<file path="config.mk">
export PLATFORM = sky130hd
export DESIGN_NAME = vssg_update
export DESIGN_NICKNAME = d
export VERILOG_FILES = /design/src/vssg_pkg.sv /design/src/vssg_update.sv
export SDC_FILE = /design/constraint.sdc
export NUM_CORES = 1
export LEC_CHECK = 0
export ABC_AREA = 1
export BUFFER_PORTS_ARGS = -buffer_cell sky130_fd_sc_hd__buf_2
export CELL_PAD_IN_SITES_DETAIL_PLACEMENT = 2
export CELL_PAD_IN_SITES_GLOBAL_PLACEMENT = 2
export CORE_ASPECT_RATIO = 0.6
export CORE_MARGIN = 2
export CORE_UTILIZATION = 26
export DETAILED_ROUTE_END_ITERATION = 8
export PLACE_DENSITY_LB_ADDON = 0.1
export SYNTH_ARGS = -nofsm -noshare
export SYNTH_HDL_FRONTEND = slang
export SYNTH_SLANG_ARGS = --single-unit
</file>
<file path="constraint.sdc">
create_clock -name vclk -period 5.16
set_clock_uncertainty 0.15 [all_clocks]
set_input_delay 0.516 -clock vclk [all_inputs]
set_output_delay 0.516 -clock vclk [all_outputs]
set_load 0.05 [all_outputs]
</file>
<file path="src/vssg_pkg.sv">
`timescale 1ns / 1ps
`default_nettype none
package vssg_pkg;

    localparam int LEVELS_DEF     = 4;
    localparam int COUNT_BITS_DEF = 16;

    localparam int POS_W        = 32;
    localparam int CAP_W        = 16;
    localparam int CFG_IDX_W    = 3;
    localparam int CFG_DATA_W   = 32;
    localparam int CELL_INDEX_W = 12;
    localparam int STATUS_W     = 2;

    localparam logic signed [POS_W-1:0] BOUND_A_RST = 32'shFFFF_0000;
    localparam logic signed [POS_W-1:0] BOUND_B_RST = 32'sh0001_0000;
    localparam logic [CAP_W-1:0]        CAP_RST     = 16'd20;

    typedef enum logic [STATUS_W-1:0] {
        ST_ACTIVE  = 2'd0,
        ST_VALID   = 2'd1,
        ST_INVALID = 2'd2
    } t_status;

    typedef enum logic [CFG_IDX_W-1:0] {
        REG_BOUND_X_A = 3'd0,
        REG_BOUND_X_B = 3'd1,
        REG_BOUND_Y_A = 3'd2,
        REG_BOUND_Y_B = 3'd3,
        REG_BOUND_Z_A = 3'd4,
        REG_BOUND_Z_B = 3'd5,
        REG_CAPACITY  = 3'd6
    } t_cfg_reg;

    typedef enum logic [2:0] {
        CS_CLEAR,
        CS_IDLE,
        CS_DIV,
        CS_READ,
        CS_UPD
    } t_ctrl_state;

    // Controls from the sequencer to each axis locator.
    typedef struct packed {
        logic load;
        logic step;
    } t_axis_ctl;

endpackage
`default_nettype wire

</file>
<file path="src/vssg_update.sv">
`timescale 1ns / 1ps
`default_nettype none
// Read-modify-write arithmetic for one cell record.
module vssg_update #(
    parameter int COUNT_BITS = vssg_pkg::COUNT_BITS_DEF
) (
    input  vssg_pkg::t_status                i_status,
    input  wire logic [COUNT_BITS-1:0]       i_reached_cnt,
    input  wire logic [COUNT_BITS-1:0]       i_unreached_cnt,
    input  wire logic                        i_sample,
    input  wire logic                        i_reached,
    input  wire logic [vssg_pkg::CAP_W-1:0]  i_capacity,
    output vssg_pkg::t_status                o_status,
    output logic      [COUNT_BITS-1:0]       o_reached_cnt,
    output logic      [COUNT_BITS-1:0]       o_unreached_cnt,
    output logic                             o_we
);
    import vssg_pkg::*;

    localparam int TOT_W = (COUNT_BITS + 1 > CAP_W) ? COUNT_BITS + 1 : CAP_W;
    localparam int CMP_W = COUNT_BITS + 3;

    logic             upd;
    logic [TOT_W-1:0] total;
    logic [CMP_W-1:0] five_u;
    logic [CMP_W-1:0] two_t1;

    always_comb begin
        upd = i_sample && (i_status == ST_ACTIVE);
        o_reached_cnt   = i_reached_cnt;
        o_unreached_cnt = i_unreached_cnt;
        if (upd && i_reached && (i_reached_cnt != '1)) begin
            o_reached_cnt = i_reached_cnt + 1'b1;
        end
        if (upd && !i_reached && (i_unreached_cnt != '1)) begin
            o_unreached_cnt = i_unreached_cnt + 1'b1;
        end
        total  = TOT_W'(o_reached_cnt) + TOT_W'(o_unreached_cnt);
        five_u = (CMP_W'(o_unreached_cnt) << 2) + CMP_W'(o_unreached_cnt);
        two_t1 = (CMP_W'(total) + 1'b1) << 1;
        o_status = i_status;
        if (upd && (total >= TOT_W'(i_capacity))) begin
            o_status = (five_u > two_t1) ? ST_INVALID : ST_VALID;
        end
        o_we = upd;
    end

endmodule
`default_nettype wire

</file>
==> results of run 1 <==
stage by stage:
step / setup WS (ps) / area (um2)
detailed placement: -1360 / 6360
floorplan: 2.60 / 4040
global placement: -750 / 6360
Yosys cell counts (11+ instances only):
cell	n
nand2_2	17
nand2_1	200
nand4_1	18
nor3_1	15
xor2_1	30
a21oi_1	29
xnor2_1	17
nor2_1	45
inv_1	135
nand3_1	52
o21ai_0	11
ha_1	67
cells by family after synthesis:
group	count (synthesis)	share of synthesized area (%)
buf+inv	145	14.0
simple gates	375	44.4
compound gates	56	8.35
fa+ha+maj	69	22.6
xor+xnor	47	10.6
==> metrics, run 1 <==
number of distinct library cells after synthesis=40; Post-Synthesis Cells=692; Final GP Congestion=0.946; Die X=162 um; syn_nets=813; Synth top area share=21.6%; I/O pin count=87; PostCTS Resize Cnt=171; Err=[ERROR DPL-0033] detailed placement checks failed during check placement.; Die Y-Extent=98.6 um; cell area after synthesis=0.00388 mm2; postcts setup bufs=21; Detail Placement HPWL=22500 um; Port Buf Inserts=87; site row count=34; Fail Step=clock tree synthesis; cts hold-fix bufs=0; status=did not finish; Cells after DPL=1194; sequential area share after synthesis=0%; Yosys top cell by area=ha_1; top cells by area, synth=ha_1, nand2_1, inv_1; Starting Density=26.7%; synth warn=0; average cell area after synthesis=5.61 um2
==> run 2: changes to the inputs <==
- CELL_PAD_IN_SITES_DETAIL_PLACEMENT: 2 -> not set
- CELL_PAD_IN_SITES_GLOBAL_PLACEMENT: 2 -> not set
- CORE_ASPECT_RATIO: 0.6 -> not set
- CORE_UTILIZATION: 26 -> 30
- PLACE_DENSITY_LB_ADDON: 0.1 -> 0.15
- clock period: 5.16 -> 6.7 ns (I/O delays scaled with it)
==> run 2 against run 1 <==
Compared with the run above:
- the run now ends clean
- synthesized cell count stayed put
- area after synthesis stayed put
==> metrics, run 2 <==
status=finished clean; sequential area share after synthesis=0% (unchanged); Die Y-Extent=118 um (+19%); hold_ws=1590 ps; PwrDens=115 mW/mm2; Die X=118 um (-27%); max cap viols=0; fmax=0.162 GHz; worst path bufs/invs=3; Worst VDD drop=0.0325 mV; synth cell count leaders=nand2_1, inv_1, ha_1; clock share of power=0%; Final GP Congestion=0.922 (-2.5%); cts hold-fix bufs=0 (unchanged); Setup CP Type=input pin to primary output; cell area after synthesis=0.00388 mm2 (unchanged); Max Fanout on Critical Path=8; Final ANT Viol Nets=0; first-pass GRT wire length=20600 um; Routed WL=12500 um; diode count=0; syn_nets=813 (unchanged); WL per Instance=13.0 um; DRT iter0 DRCs=217; Synth top area share=21.6% (unchanged); Yosys top cell by area=ha_1; NetSw=0.000347 W; RSZ-0062 raised after global routing=false; vias in the first global route=4243; Reg power frac=0%; vias=4459; average cell area after synthesis=5.61 um2 (unchanged); fin nets=906; CP max-delay cell=ha_1; site row count=41 (+21%); Critical Path End Type=primary output; synth warn=0 (unchanged); I/O pin count=87 (unchanged); Hold/Removal Path Class=input pin to primary output; flip-flop and latch count=0; switching share of power=66.3%; register area=0 um2; Port Buf Inserts=87 (unchanged); largest net degree at the start of global routing=10; most frequent cells in the layout=nand2_1, inv_1, buf_2; Stages on worst setup path=32; Core Box Area=0.0126 mm2; number of distinct library cells after synthesis=40 (unchanged); measured slew at the worst slew-check pin=551 ps; drt via density=4.67; postcts setup bufs=0 (-100%); count leader, synth=nand2_1; CP peak stage delay=440 ps; Post-Synthesis Cells=692 (unchanged); initial antenna violation count=0; Comb power frac=100.0%; CLK BUF=0; Worst Setup SP=i_unreached_cnt[0]; DR pass1 iterations=7; internal power=0.000177 W; PostCTS Resize Cnt=0 (-100%); Starting Density=30.8% (+4.1 points); Slew headroom=62.9%; worst path required time=5880 ps; critical path's top delay family=simple AND/OR/NAND/NOR gates; part of the cycle the worst path needs=92.4%; most common library cell in the layout ignoring fill and taps=nand2_1; GRT Total Usage=17.7%; Detail Placement HPWL=11300 um (-50%); crit-path most repeated cell=nand2_1; Slew Limit Fails=0; worst setup path endpoint=o_status[0]; min cycle time layout=6190 ps; Die ar.=0.0139 mm2; Crit path arrival time=5370 ps; Final TNS setup=0 ps; Area Overhead vs Synth=17.6%; grt ovf=0; final hold violation count=0; overall power=0.000524 W; top cells by area, synth=ha_1, nand2_1, inv_1; share of layout cells above drive strength 1=17.9%; LEAKAGE=2.69 nW; # DRC=0; final setup fails=0; Critical Path Start Type=input pin
run 2: worst min path at each step:
stage / start / endpoint / slack, ps / cells past startpoint
floorplan: i_reached_cnt[9] / o_reached_cnt[9] / 1480 / 1
global placement: i_status[0] / o_status[0] / 1590 / 4
detailed placement: i_status[0] / o_status[0] / 1590 / 4
CTS: i_status[0] / o_status[0] / 1590 / 4
global route: i_status[0] / o_status[0] / 1610 / 4
finish: i_status[0] / o_status[0] / 1590 / 4
run 2: routing by layer:
metal  share of wire, %  track usage, %  wire length (um)  vias to the layer above
met1                 50            25.8              6250                     1974
met5                  0               0                 0                        -
met4               0.86            1.28               107                        0
met2                 45            29.9              5600                       94
li1                   -               -                 -                     2385
met3                4.0           0.824               495                        6
run 2: through the flow:
stage	cell area, um2	utilization, %	cells	setup WS, ps
detailed placement	4560	36.1	955	403
floorplan	3880	-	692	298
finish	4570	36.2	955	512
global route	4570	36.2	955	16.1
CTS	4560	36.1	955	384
global placement	4560	36.1	955	446
run 2: worst min-delay path, stage by stage:
cell	delay (ps)
buf_2	90
inv_1	60
nand2_1	50
buf_2	200
run 2: layout make-up:
class / count / area [um2]
well taps: 172 / 215
repair buffers: 91 / 465
multi-input cells: 547 / 3340
inverters: 145 / 544
fillers: 1494 / 8050
run 2: power groups by stage:
stage               clock network [W]  logic (W)  registers [W]
global route                        0   0.000598              0
finish                              0   0.000524              0
floorplan                           0   0.000383              0
global placement                    0   0.000517              0
detailed placement                  0   0.000524              0
CTS                                 0   0.000526              0
run 2: logic make-up after synthesis:
| logic type | count (synthesis) | synth area share [%] |
|---|---|---|
| xor gates and xnor gates | 47 | 10.6 |
| adders and majority gates | 69 | 22.6 |
| AOI/OAI and AO/OA | 56 | 8.35 |
| buffers and inverters | 145 | 14.0 |
| and+or+nand+nor | 375 | 44.4 |
No activity file was read; power rests on OpenSTA's default activity.
