`src/vssg_pkg.sv`:
```
`timescale 1ns / 1ps
`default_nettype none
package vssg_pkg;

    localparam int LEVELS_DEF     = 4;
    localparam int COUNT_BITS_DEF = 16;

    localparam int POS_W        = 32;
    localparam int CAP_W        = 16;
    localparam int CFG_IDX_W    = 3;
    localparam int CFG_DATA_W   = 32;
    localparam int CELL_INDEX_W = 12;
    localparam int STATUS_W     = 2;

    localparam logic signed [POS_W-1:0] BOUND_A_RST = 32'shFFFF_0000;
    localparam logic signed [POS_W-1:0] BOUND_B_RST = 32'sh0001_0000;
    localparam logic [CAP_W-1:0]        CAP_RST     = 16'd20;

    typedef enum logic [STATUS_W-1:0] {
        ST_ACTIVE  = 2'd0,
        ST_VALID   = 2'd1,
        ST_INVALID = 2'd2
    } t_status;

    typedef enum logic [CFG_IDX_W-1:0] {
        REG_BOUND_X_A = 3'd0,
        REG_BOUND_X_B = 3'd1,
        REG_BOUND_Y_A = 3'd2,
        REG_BOUND_Y_B = 3'd3,
        REG_BOUND_Z_A = 3'd4,
        REG_BOUND_Z_B = 3'd5,
        REG_CAPACITY  = 3'd6
    } t_cfg_reg;

    typedef enum logic [2:0] {
        CS_CLEAR,
        CS_IDLE,
        CS_DIV,
        CS_READ,
        CS_UPD
    } t_ctrl_state;

    // Controls from the sequencer to each axis locator.
    typedef struct packed {
        logic load;
        logic step;
    } t_axis_ctl;

endpackage
`default_nettype wire

```
`src/vssg_axis.sv`:
```
`timescale 1ns / 1ps
`default_nettype none
// Locates the cell along one axis. On load the box limits are ordered and
// the offset is formed; each step then produces one quotient bit of
// (offset * 2^LEVELS - 1) / span by restoring division.
module vssg_axis #(
    parameter int LEVELS = vssg_pkg::LEVELS_DEF
) (
    input  wire logic                              i_clk,
    input  vssg_pkg::t_axis_ctl                    i_ctl,
    input  wire logic signed [vssg_pkg::POS_W-1:0] i_pos,
    input  wire logic signed [vssg_pkg::POS_W-1:0] i_bnd_a,
    input  wire logic signed [vssg_pkg::POS_W-1:0] i_bnd_b,
    output logic                                   o_ok,
    output logic [LEVELS-1:0]                      o_cell
);
    import vssg_pkg::*;

    logic signed [POS_W-1:0] lo;
    logic signed [POS_W-1:0] hi;
    logic [POS_W:0]          rem2;
    logic [POS_W:0]          dext;
    logic                    qbit;

    logic [POS_W-1:0]  r_rem, n_rem;
    logic [POS_W-1:0]  r_d;
    logic [LEVELS-1:0] r_quo, n_quo;
    logic              r_ok;
    logic              r_zero;

    always_comb begin
        lo   = (i_bnd_a < i_bnd_b) ? i_bnd_a : i_bnd_b;
        hi   = (i_bnd_a < i_bnd_b) ? i_bnd_b : i_bnd_a;
        rem2 = {r_rem, 1'b1};
        dext = {1'b0, r_d};
        qbit = (rem2 >= dext);
        n_rem = qbit ? POS_W'(rem2 - dext) : POS_W'(rem2);
        n_quo = LEVELS'({r_quo, qbit});
    end

    always_ff @(posedge i_clk) begin
        if (i_ctl.load) begin
            r_ok   <= !(i_pos < lo) && !(i_pos > hi);
            r_zero <= (i_pos == lo) || (i_bnd_a == i_bnd_b);
            r_d    <= $unsigned(hi) - $unsigned(lo);
            // offset minus one: pos + ~lo == pos - lo - 1
            r_rem  <= $unsigned(i_pos) + ~$unsigned(lo);
            r_quo  <= '0;
        end else if (i_ctl.step) begin
            r_rem <= n_rem;
            r_quo <= n_quo;
        end
    end

    assign o_ok   = r_ok;
    assign o_cell = r_zero ? '0 : r_quo;

endmodule
`default_nettype wire

```
`config.mk`:
```
export PLATFORM = sky130hd
export DESIGN_NAME = vssg_axis
export DESIGN_NICKNAME = d
export VERILOG_FILES = /design/src/vssg_pkg.sv /design/src/vssg_axis.sv
export SDC_FILE = /design/constraint.sdc
export NUM_CORES = 1
export LEC_CHECK = 0
export BUFFER_PORTS_ARGS = -buffer_cell sky130_fd_sc_hd__buf_2
export CAP_MARGIN = 10
export CORE_MARGIN = 4
export CORE_UTILIZATION = 60
export CTS_CLUSTER_SIZE = 8
export DETAILED_ROUTE_END_ITERATION = 7
export GPL_ROUTABILITY_DRIVEN = 0
export PLACE_DENSITY = 0.78
export SETUP_SLACK_MARGIN = 0.1
export SLEW_MARGIN = 10
export SYNTH_ARGS = -nofsm -noshare
export SYNTH_HDL_FRONTEND = slang
export SYNTH_SLANG_ARGS = --single-unit
```
`constraint.sdc`:
```
create_clock -name i_clk -period 9.65 [get_ports i_clk]
set_clock_uncertainty 0.2 [all_clocks]
set_input_delay 1.93 -clock i_clk [delete_from_list [all_inputs] [get_ports i_clk]]
set_output_delay 1.93 -clock i_clk [all_outputs]
set_load 0.01 [all_outputs]
```
# Word-level counts from Yosys, hierarchy flattened
# Cells that the tools add are included.
dict set report word_totals {
  reg_bits 70
  inputBits 99
  elab_cells 26
}
dict set report classes {
  n_addsub 3
  n_lt_le_gt_ge 4
  eq_ne 2
  mux 6
  bitwise 1
  n_reduce_logical 5
}
# op count
set ops {}
lappend ops {{$mux 32} 5}
lappend ops {{$eq 32x32->1} 2}
lappend ops {{$lt 32x32->1} 2}
lappend ops {{$sub 32x32->32} 2}
lappend ops {{$ge 33x32->1} 1}
lappend ops {{$add 32x32->32} 1}
lappend ops {{$gt 32x32->1} 1}
lappend ops {{$not 32->32} 1}
lappend ops {{$mux 4} 1}
lappend ops {{$logic_not 1->1} 2}
lappend ops {{$reduce_bool 2->1} 1}
lappend ops {{$logic_and 1x1->1} 1}
lappend ops {{$logic_or 1x1->1} 1}

# Logic depth before layout (Yosys ltp)
# Gate-level depths: netlist (run 1).
dict set report logic_depth {
  depth_word 5
  depth_mapped 30
  depth_no_buf 25
}

# Worst setup path after synthesis (run 1)
# OpenSTA, ideal clock, no wires.
dict set report synth_timing {
  path_kind {input-to-reg}
  startpoint {in i_bnd_b[14] (netlist bit)}
  endpoint {reg r_rem[28] (data pin)}
  setup_ns 0.278
  arrival_time_ns 7.356
  required_ns 9.172
  path_slack_ns 1.816
  path_stages 30
  n_path_buf 5
  path_cell_list {inv_1 ha_1 buf_2 nand4_2 or4_1 a21oi_2 o31ai_4 and3_1 buf_6 nor2_8 buf_4 buf_4 clkbuf_1 nand2_1 o21ai_0 inv_1 ha_1 fa_1 a21o_1 a21oi_1 o221ai_1 a21o_1 a21oi_1 o21ai_0 nand3_1 a31oi_1 a31oi_1 o21bai_1 nor4b_1 a311oi_1}
}
dict set report synth_between {
  elab_chain_cells 5
}
# element line
set synth_rtl {}
lappend synth_rtl {{from (decl)} vssg_axis.sv:13} ;# input wire logic signed [vssg_pkg::POS_W-1:0] i_bnd_b,
lappend synth_rtl {{$lt 32x32->1} vssg_axis.sv:32} ;# lo = (i_bnd_a < i_bnd_b) ? i_bnd_a : i_bnd_b;
lappend synth_rtl {{$mux 32 (*)} vssg_axis.sv:32}
lappend synth_rtl {{$not 32->32 (*)} vssg_axis.sv:47} ;# r_rem <= $unsigned(i_pos) + ~$unsigned(lo);
lappend synth_rtl {{$add 32x32->32 (*)} vssg_axis.sv:47}
lappend synth_rtl {{$mux 32 (*)} vssg_axis.sv:42} ;# if (i_ctl.load) begin
lappend synth_rtl {{to (signal assigned)} vssg_axis.sv:47}
lappend synth_rtl {{to (signal assigned)} vssg_axis.sv:50} ;# r_rem <= n_rem;
lappend synth_rtl {{to (decl)} vssg_axis.sv:25} ;# logic [POS_W-1:0] r_rem, n_rem;
# Every way passes the cells marked *; elsewhere a longest branch is shown, timed or not.
# A chain may end at the register's enable or synchronous reset.

# Worst setup path after layout (run 1)
dict set report layout_timing {
  startpoint {in i_bnd_b[25] (netlist bit)}
  endpoint {reg r_rem[28] (data pin)}
}
# Same word-level chain as after synthesis.

==> run metrics, run 1 <==
status completed; CP endpoint r_rem[28]; chip height 139 um; Post-synth top flop edfxtp_1; RR Startpoint r_rem[2]; post-synthesis cell count 1315; Met1 Wirelength 13.9 mm; clk slew on worst S/H paths 60 ps; vias in the first global route 9271; Peak Freq 126 MHz; min cycle time layout 7930 ps; CORE AREA 16700 um2; GRT Overall Usage 30.6%; Pwr per Cell Area 227 nW/um2; DIE AREA 19300 um2; worst flop-to-flop path endpoint r_rem[14]; slowest CP cell nor4_2; wire length per cell 19.2 um; WP data required 9490 ps; layout cells sized above 1 11.4%; Max Cap Viol 0; syn_nets 1545; DP HPWL 24.4 mm; H-tree depth 3; DR iter-0 viols 1175; Post-synth ARST share 0%; Post-Place Cell Area 10900 um2; I/O pin cnt 104; drt via density 6.44; # Post-CTS Setup Buffers 0; Post-DRT Antenna Nets 0; ant diodes 0; synth unique cells 83; Syn-to-layout area delta 9.32%; Max VDD drop 0.139 mV; Final #Nets 1616; Yosys reg bits 70; max incr delay on CP 560 ps; R2R Setup Slk 5200 ps; kind of critical path input pin to register; Final Cell Area 11200 um2; Clock Latency Late Sink 340 ps; final hold violation count 0; sequential share of the synthesized area 20.1%; Initial Utilization 61.4%; routed length on met3 2.90 mm; crit end category register; Port Buf Inserts 103; Pre-antenna DRT Iters 6; P_leak 5.05 nW; Setup crit start i_bnd_b[25]; Fillers 1458; drt drc 0; die extent in x 139 um; YS warnings 0; hold-fix buffers at CTS 0; Clock Tree Buf Depth 2; Rows 47; CTS resizes 0; initial antenna violation count 0; CTS root buffer clkbuf_16; Worst Max-Slew Pin Slew 819 ps; RSZ-0062 raised after global routing false; Worst Path Max Fanout 17; slew margin rel. 45.4%; highest routed metal layer met4; CTS tree yes; total CTS buffers 9; post-layout util 67.2%; number of flops mapped to enable cells by yosys 66; Hold Path Class register to register; max-slew violations 0; Overflow after GRT 0; total power 2.55 mW; met2 wire length 13.0 mm; critical path arrival 7770 ps; TNS Setup 0 ps; WHS 290 ps; R2R cell count 15; largest net degree at the start of global routing 59; final setup fails 0; Clock Sinks 70; first-pass GRT wire length 48.1 mm; startpoint types input pin; post-route clock period utilization 82.2%; mapped cell area 10300 um2; WL final 31.0 mm; synthesized area per cell 7.80 um2; vias after detailed routing 10372
## metal layers
metal / GRT usage [%] / vias to the layer above
li1: - / 5010
met1: 44.3 / 4749
met2: 46.2 / 528
met3: 4.55 / 85
met4: 11.4 / 0
met5: 0 / -
## synthesized netlist by cell type, types with 8 or more instances
library cell,count,area share (%)
a21oi_1,150,7.3
ha_1,129,16
inv_1,109,4.0
nor2_1,106,3.9
nand2_1,80,2.9
edfxtp_1,66,19
o21ai_0,60,2.9
xnor2_1,48,4.1
nand3_1,40,2.0
a211oi_1,36,2.6
a21o_1,36,2.6
clkbuf_1,36,1.3
nor3_1,33,1.6
xor2_1,29,2.5
nand4_1,25,1.5
nand2b_1,24,1.5
a21boi_0,23,1.7
mux2i_1,23,2.2
nor2b_1,23,1.4
a31oi_1,17,1.0
and2_1,16,0.98
o21bai_1,15,1.1
o21a_1,14,1.0
and3_1,11,0.67
o31ai_1,11,0.80
or3_1,11,0.67
o22ai_1,10,0.61
a221oi_1,8,0.68
## stage by stage
stage          setup slack, ps  std cells
6_report                  1720       1610
5_1_grt                   1320       1610
4_1_cts                   1830       1610
3_5_place_dp              1480       1595
3_3_place_gp              1720       1595
2_1_floorplan             1820       1315
## worst min-delay path by stage
stage                   from       end  slack (ps)  cells after the start
floorplan           r_quo[3]  r_quo[3]         250                      2
global placement    r_quo[3]  r_quo[3]         270                      2
detailed placement  r_quo[3]  r_quo[3]         280                      2
CTS                 r_quo[3]  r_quo[3]         290                      2
global route        r_quo[3]  r_quo[3]         350                      2
finish              r_quo[3]  r_quo[3]         290                      2
## area by class of cell
class / count / area [um2] / share of cell area, %
sequential: 70 / 2060 / 18.4
timing repair buffer: 111 / 578 / 5.15
multi-input combinational: 1085 / 7580 / 67.6
inverter: 109 / 409 / 3.65
clock buffer: 10 / 229 / 2.04
tap: 220 / 275 / 2.45
clock inverter: 5 / 85.1 / 0.758
## cell families (layout without fill, tap and decap cells)
family / after synthesis / after routing / synth area share (%)
AOI/OAI and AO/OA: 446 / 446 / 28.5
xor gates and xnor gates: 77 / 77 / 6.57
adders and majority gates: 131 / 131 / 16.1
buffers and inverters: 160 / 235 / 6.08
DFF: 70 / 70 / 20.1
muxes: 28 / 28 / 2.79
and+or+nand+nor: 403 / 403 / 19.9
## sequential cells by signal, summed over array words and instances, names as in the netlist
signal and cells:
r_zero 1, r_quo 4, r_rem 32, o_ok 1, r_d 32
## cell usage in the layout (no fill, tap or decap), types with 24 or more instances in the layout
cell type	Yosys	final
o21ai_0	60	60
buf_2	7	102
nor3_1	33	33
xor2_1	29	29
a21oi_1	150	150
nand2_1	80	79
nand2b_1	24	24
edfxtp_1	66	66
ha_1	129	129
a21o_1	36	36
nand4_1	25	25
nand3_1	40	40
nor2_1	106	106
xnor2_1	48	48
inv_1	109	109
a211oi_1	36	36
## power by group
group / leakage, nW / switching, mW / internal (mW)
logic: 4.22 / 0.991 / 0.678
registers: 0.687 / 0.0489 / 0.480
clock network: 0.149 / 0.127 / 0.226
## critical path, delay by kind of cell
kind | cells | cell delay (ps)
AOI/OAI and AO/OA | 12 | 2390
buffers and inverters | 3 | 230
and+or+nand+nor | 8 | 2210
adders and majority gates | 3 | 1020
(Power assumes the default switching activity.)
==> run 2: changes to the inputs <==
- CORE_UTILIZATION: 60 -> 56
- PLACE_DENSITY: 0.78 -> 0.76
- clock period: 9.65 -> 6.9 ns (I/O delays scaled with it)
==> run 2 against run 1 <==
Final area is 3.2% higher. Critical endpoint is now o_ok. Critical path depth is 1 lower. Sequential power is 40% higher. Die area is 6.7% higher. Register-to-register slack worse by 2900 ps.
==> run metrics, run 2 (synthesis results as in run 1) <==
max-slew violations 0; clk slew on worst S/H paths 60 ps; wire length per cell 18.8 um; Syn-to-layout area delta 12.8%; most common cell after layout, fill and taps aside a21oi_1; Clock Tree Buf Depth 2; DIE AREA 20600 um2; commonest non-fill, non-tap cells in the layout a21oi_1 (148), ha_1 (128), inv_1 (109), nor2_1 (106), buf_2 (102); kind of critical path input pin to register; Clock Latency Late Sink 330 ps; min cycle time layout 6590 ps; die extent in x 143 um; first-pass GRT wire length 48.5 mm; Peak Freq 152 MHz; drt via density 6.28; CTS tree yes; setup slack after layout 311 ps; RSZ-0062 raised after global routing false; Worst Max-Slew Pin Slew 918 ps; DR iter-0 viols 1210; drt drc 0; Hold Path Class register to register; Rows 49; TNS Setup 0 ps; startpoint types input pin; Pre-antenna DRT Iters 6; P_leak 5.27 nW; biggest registers after layout r_d (32), r_rem (32), r_quo (4); Overflow after GRT 0; critical path arrival 6530 ps; Max VDD drop 0.174 mV; Final #Nets 1657; RR Startpoint r_rem[2]; total power 3.58 mW; WHS 301 ps; vias after detailed routing 10436; layout cells sized above 1 14.5%; status completed; Port Buf Inserts 103; CORE AREA 18000 um2; CTS root buffer clkbuf_16; Clock Sinks 70; Post-Place Cell Area 11200 um2; Worst Path Max Fanout 15; total CTS buffers 9; post-route clock period utilization 95.5%; Initial Utilization 57.1%; chip height 143 um; slew margin rel. 38.8%; Hold Path Origin r_quo[3]; I/O pin cnt 104; hold-fix buffers at CTS 0; Pwr per Cell Area 309 nW/um2; ant diodes 0; DP HPWL 25.0 mm; WP data required 6840 ps; Finished Layout Cells 1661; Fillers 1576; Place WS 61.7 ps; initial antenna violation count 0; Final Cell Area 11600 um2; Max Cap Viol 0; final setup fails 0; H-tree depth 3; vias in the first global route 9569; largest net degree at the start of global routing 86; final hold violation count 0; crit end category register; GRT Overall Usage 29.5%; Post-DRT Antenna Nets 0; Placed Cells 1643; Setup crit start i_bnd_b[13]; WL final 31.2 mm; post-layout util 64.5%; R2R Setup Slk 2310 ps
-- run 2: layer usage --
| metal | vias to the layer above | GRT usage [%] | wire (um) |
|---|---|---|---|
| met3 | 66 | 4.09 | 2960 |
| met2 | 482 | 46.5 | 13800 |
| met4 | 0 | 8.03 | 817 |
| li1 | 5092 | - | - |
| met5 | - | 0 | 0 |
| met1 | 4796 | 42.4 | 13600 |
-- run 2: path summary, 6_finish.rpt --
path / endpoint / depth (start not counted)
worst max-delay path: o_ok / 25
worst min-delay path: r_quo[3] / 2
worst max register to register: r_rem[11] / 15
worst min register to register: r_quo[3] / 2
-- run 2: what timing repair did --
item / 4_1_cts / 5_1_grt
resized for setup: 0 / 7
endpoints found under the setup margin: 0 / 2
setup buffers: 0 / 2
-- run 2: worst max-delay path, stage by stage --
cell	delay (ps)
buf_2	120
inv_1	80
ha_1	310
nand4_2	160
or4_1	570
a21oi_2	210
o31ai_4	110
nand3_1	150
nand2_2	230
buf_4	260
a21boi_0	400
ha_1	340
a21oi_1	160
nor2b_1	60
o21ai_0	140
nand2b_1	80
a21oi_1	140
nor2b_1	60
o21ai_0	140
nand2b_1	70
a21oi_1	160
nand2_1	120
a2111oi_2	410
mux2_2	380
a221oi_1	290
-- run 2: area by class of cell --
| class | instances | area (um2) | area share, % |
|---|---|---|---|
| multi-input combinational | 1085 | 7630 | 65.9 |
| inverter | 109 | 409 | 3.53 |
| clock buffer | 11 | 233 | 2.01 |
| clock inverter | 5 | 60.1 | 0.519 |
| timing repair buffer | 152 | 898 | 7.76 |
| tap | 229 | 287 | 2.47 |
| sequential | 70 | 2060 | 17.8 |
-- run 2: where the power goes --
group | switching (mW) | internal [mW]
combinational | 1.39 | 0.993
clock | 0.170 | 0.280
sequential | 0.0710 | 0.672
total | 1.63 | 1.95
==> run 3: changes to the inputs <==
- CORE_UTILIZATION: 56 -> 61
- PLACE_DENSITY: 0.76 -> 0.79
- clock period: 6.9 -> 6.1 ns (I/O delays scaled with it)
==> run 3 against run 2 <==
Count of clock-buffer cells in the layout down 2. Combinational power grew 22%. Wire length increased by 6.1%. Utilization up 13 points. Clock power up 16%. Final area up 11%. Largest cell class unchanged. Sequential power up 14%. Worst hold slack worse by 12 ps. Power increased by 20%.
==> run metrics, run 3 (synthesis results as in run 1) <==
largest net degree at the start of global routing 67; Worst Max-Slew Pin Slew 822 ps; Final Cell Area 12800 um2; CTS root buffer clkbuf_16; Worst Path Max Fanout 13; Post-Place Cell Area 12300 um2; slew margin rel. 45.2%; crit end category register; H-tree depth 3; Fillers 1176; vias in the first global route 10341; Initial Utilization 62.1%; Rows 47; Clock Sinks 70; P_leak 5.95 nW; Pre-antenna DRT Iters 6; Pwr per Cell Area 334 nW/um2; commonest non-fill, non-tap cells in the layout buf_4 (181), a21oi_1 (138), ha_1 (121), inv_1 (107), nor2_1 (105); Port Buf Inserts 103; Final #Nets 1792; status completed; Placed Cells 1767; CP endpoint r_rem[31]; critical path arrival 5690 ps; Max VDD drop 0.224 mV; ant diodes 0; TNS Setup 0 ps; CTS tree yes; I/O pin cnt 104; worst flop-to-flop path endpoint r_rem[4]; WP data required 5950 ps; layout cells sized above 1 23.7%; drt drc 0; DP HPWL 26.5 mm; RR Startpoint r_rem[0]; biggest registers after layout r_d (32), r_rem (32), r_quo (4); final hold violation count 0; setup slack after layout 256 ps; startpoint types input pin; final setup fails 0; max-slew violations 0; drt via density 6.29; Clock Latency Late Sink 330 ps; min cycle time layout 5840 ps; Syn-to-layout area delta 24.8%; chip height 138 um; DIE AREA 19000 um2; CORE AREA 16500 um2; Peak Freq 171 MHz; hold-fix buffers at CTS 0; GRT Overall Usage 34.1%; kind of critical path input pin to register; Setup crit start i_bnd_b[25]; Clock Tree Buf Depth 2; WL final 33.1 mm; first-pass GRT wire length 51.0 mm; vias after detailed routing 11232; most common cell after layout, fill and taps aside buf_4; wire length per cell 18.5 um; post-route clock period utilization 95.8%; RSZ-0062 raised after global routing true; die extent in x 138 um; clk slew on worst S/H paths 60 ps; DR iter-0 viols 1149; R2R Setup Slk 1560 ps; Overflow after GRT 0; initial antenna violation count 0; Post-DRT Antenna Nets 0; Max Cap Viol 0; Place WS -113 ps; Hold Path Class register to register; R2R cell count 17; total CTS buffers 9; Finished Layout Cells 1787
run 3: worst min path at each step:
stage	from	end	slack (ps)	cells past startpoint
final	r_quo[3]	r_quo[3]	290	2
after global routing	r_quo[0]	r_quo[0]	350	2
after CTS	r_quo[3]	r_quo[3]	300	2
after detailed placement	r_quo[3]	r_quo[3]	280	2
after global placement	r_quo[3]	r_quo[3]	270	2
after floorplan	r_quo[3]	r_quo[3]	250	2
run 3: where the power goes:
group / total, mW / switching [mW] / internal, mW
Sequential: 0.844 / 0.0831 / 0.761
Combinational: 2.91 / 1.66 / 1.25
Clock: 0.521 / 0.203 / 0.318
run 3: worst max-delay path, stage by stage:
cell and delay [ps]:
buf_2 90, inv_1 50, ha_1 280, a21o_1 180, a221oi_1 310, buf_4 190
o211ai_1 140, a21oi_2 220, nand3_2 160, nand2_4 170, buf_4 160, buf_6 150
a21oi_1 100, ha_1 210, a21o_1 160, a21o_1 170, a21oi_1 190, o21ai_0 140
a21oi_1 170, nor2b_1 60, o21ai_1 110, nand2b_1 60, a221o_1 360, a31oi_1 160
a32oi_1 130, xnor2_1 240, a211oi_1 100
run 3: routing by layer:
| metal | up-vias | GRT usage [%] | share of wire [%] |
|---|---|---|---|
| met1 | 5134 | 46.9 | 41 |
| met5 | - | 0 | 0 |
| met4 | 0 | 12.6 | 4.4 |
| met3 | 106 | 5.33 | 9.7 |
| li1 | 5360 | - | - |
| met2 | 632 | 54.1 | 44 |
run 3: per-stage QoR:
stage	power [mW]	hold slack, ps	utilization (%)
floorplan	2.84	252	-
global placement	3.51	271	74.6
detailed placement	3.60	280	74.6
CTS	4.18	296	76.4
global route	4.61	350	77.5
finish	4.27	288	77.5
run 3: area by class of cell:
class | count | area [um2] | share of cell area (%)
clock inverters | 7 | 73.8 | 0.577
well taps | 220 | 275 | 2.15
inverters | 109 | 427 | 3.33
clock buffers | 9 | 225 | 1.76
multi-input cells | 1085 | 7820 | 61.1
repair buffers | 287 | 1920 | 15.0
flip-flops and latches | 70 | 2060 | 16.1
run 3: what timing repair did:
action                                  in CTS  in global routing
gates resized for setup                      0                 35
setup buffers                                0                  4
endpoints found under the setup margin       0                 12
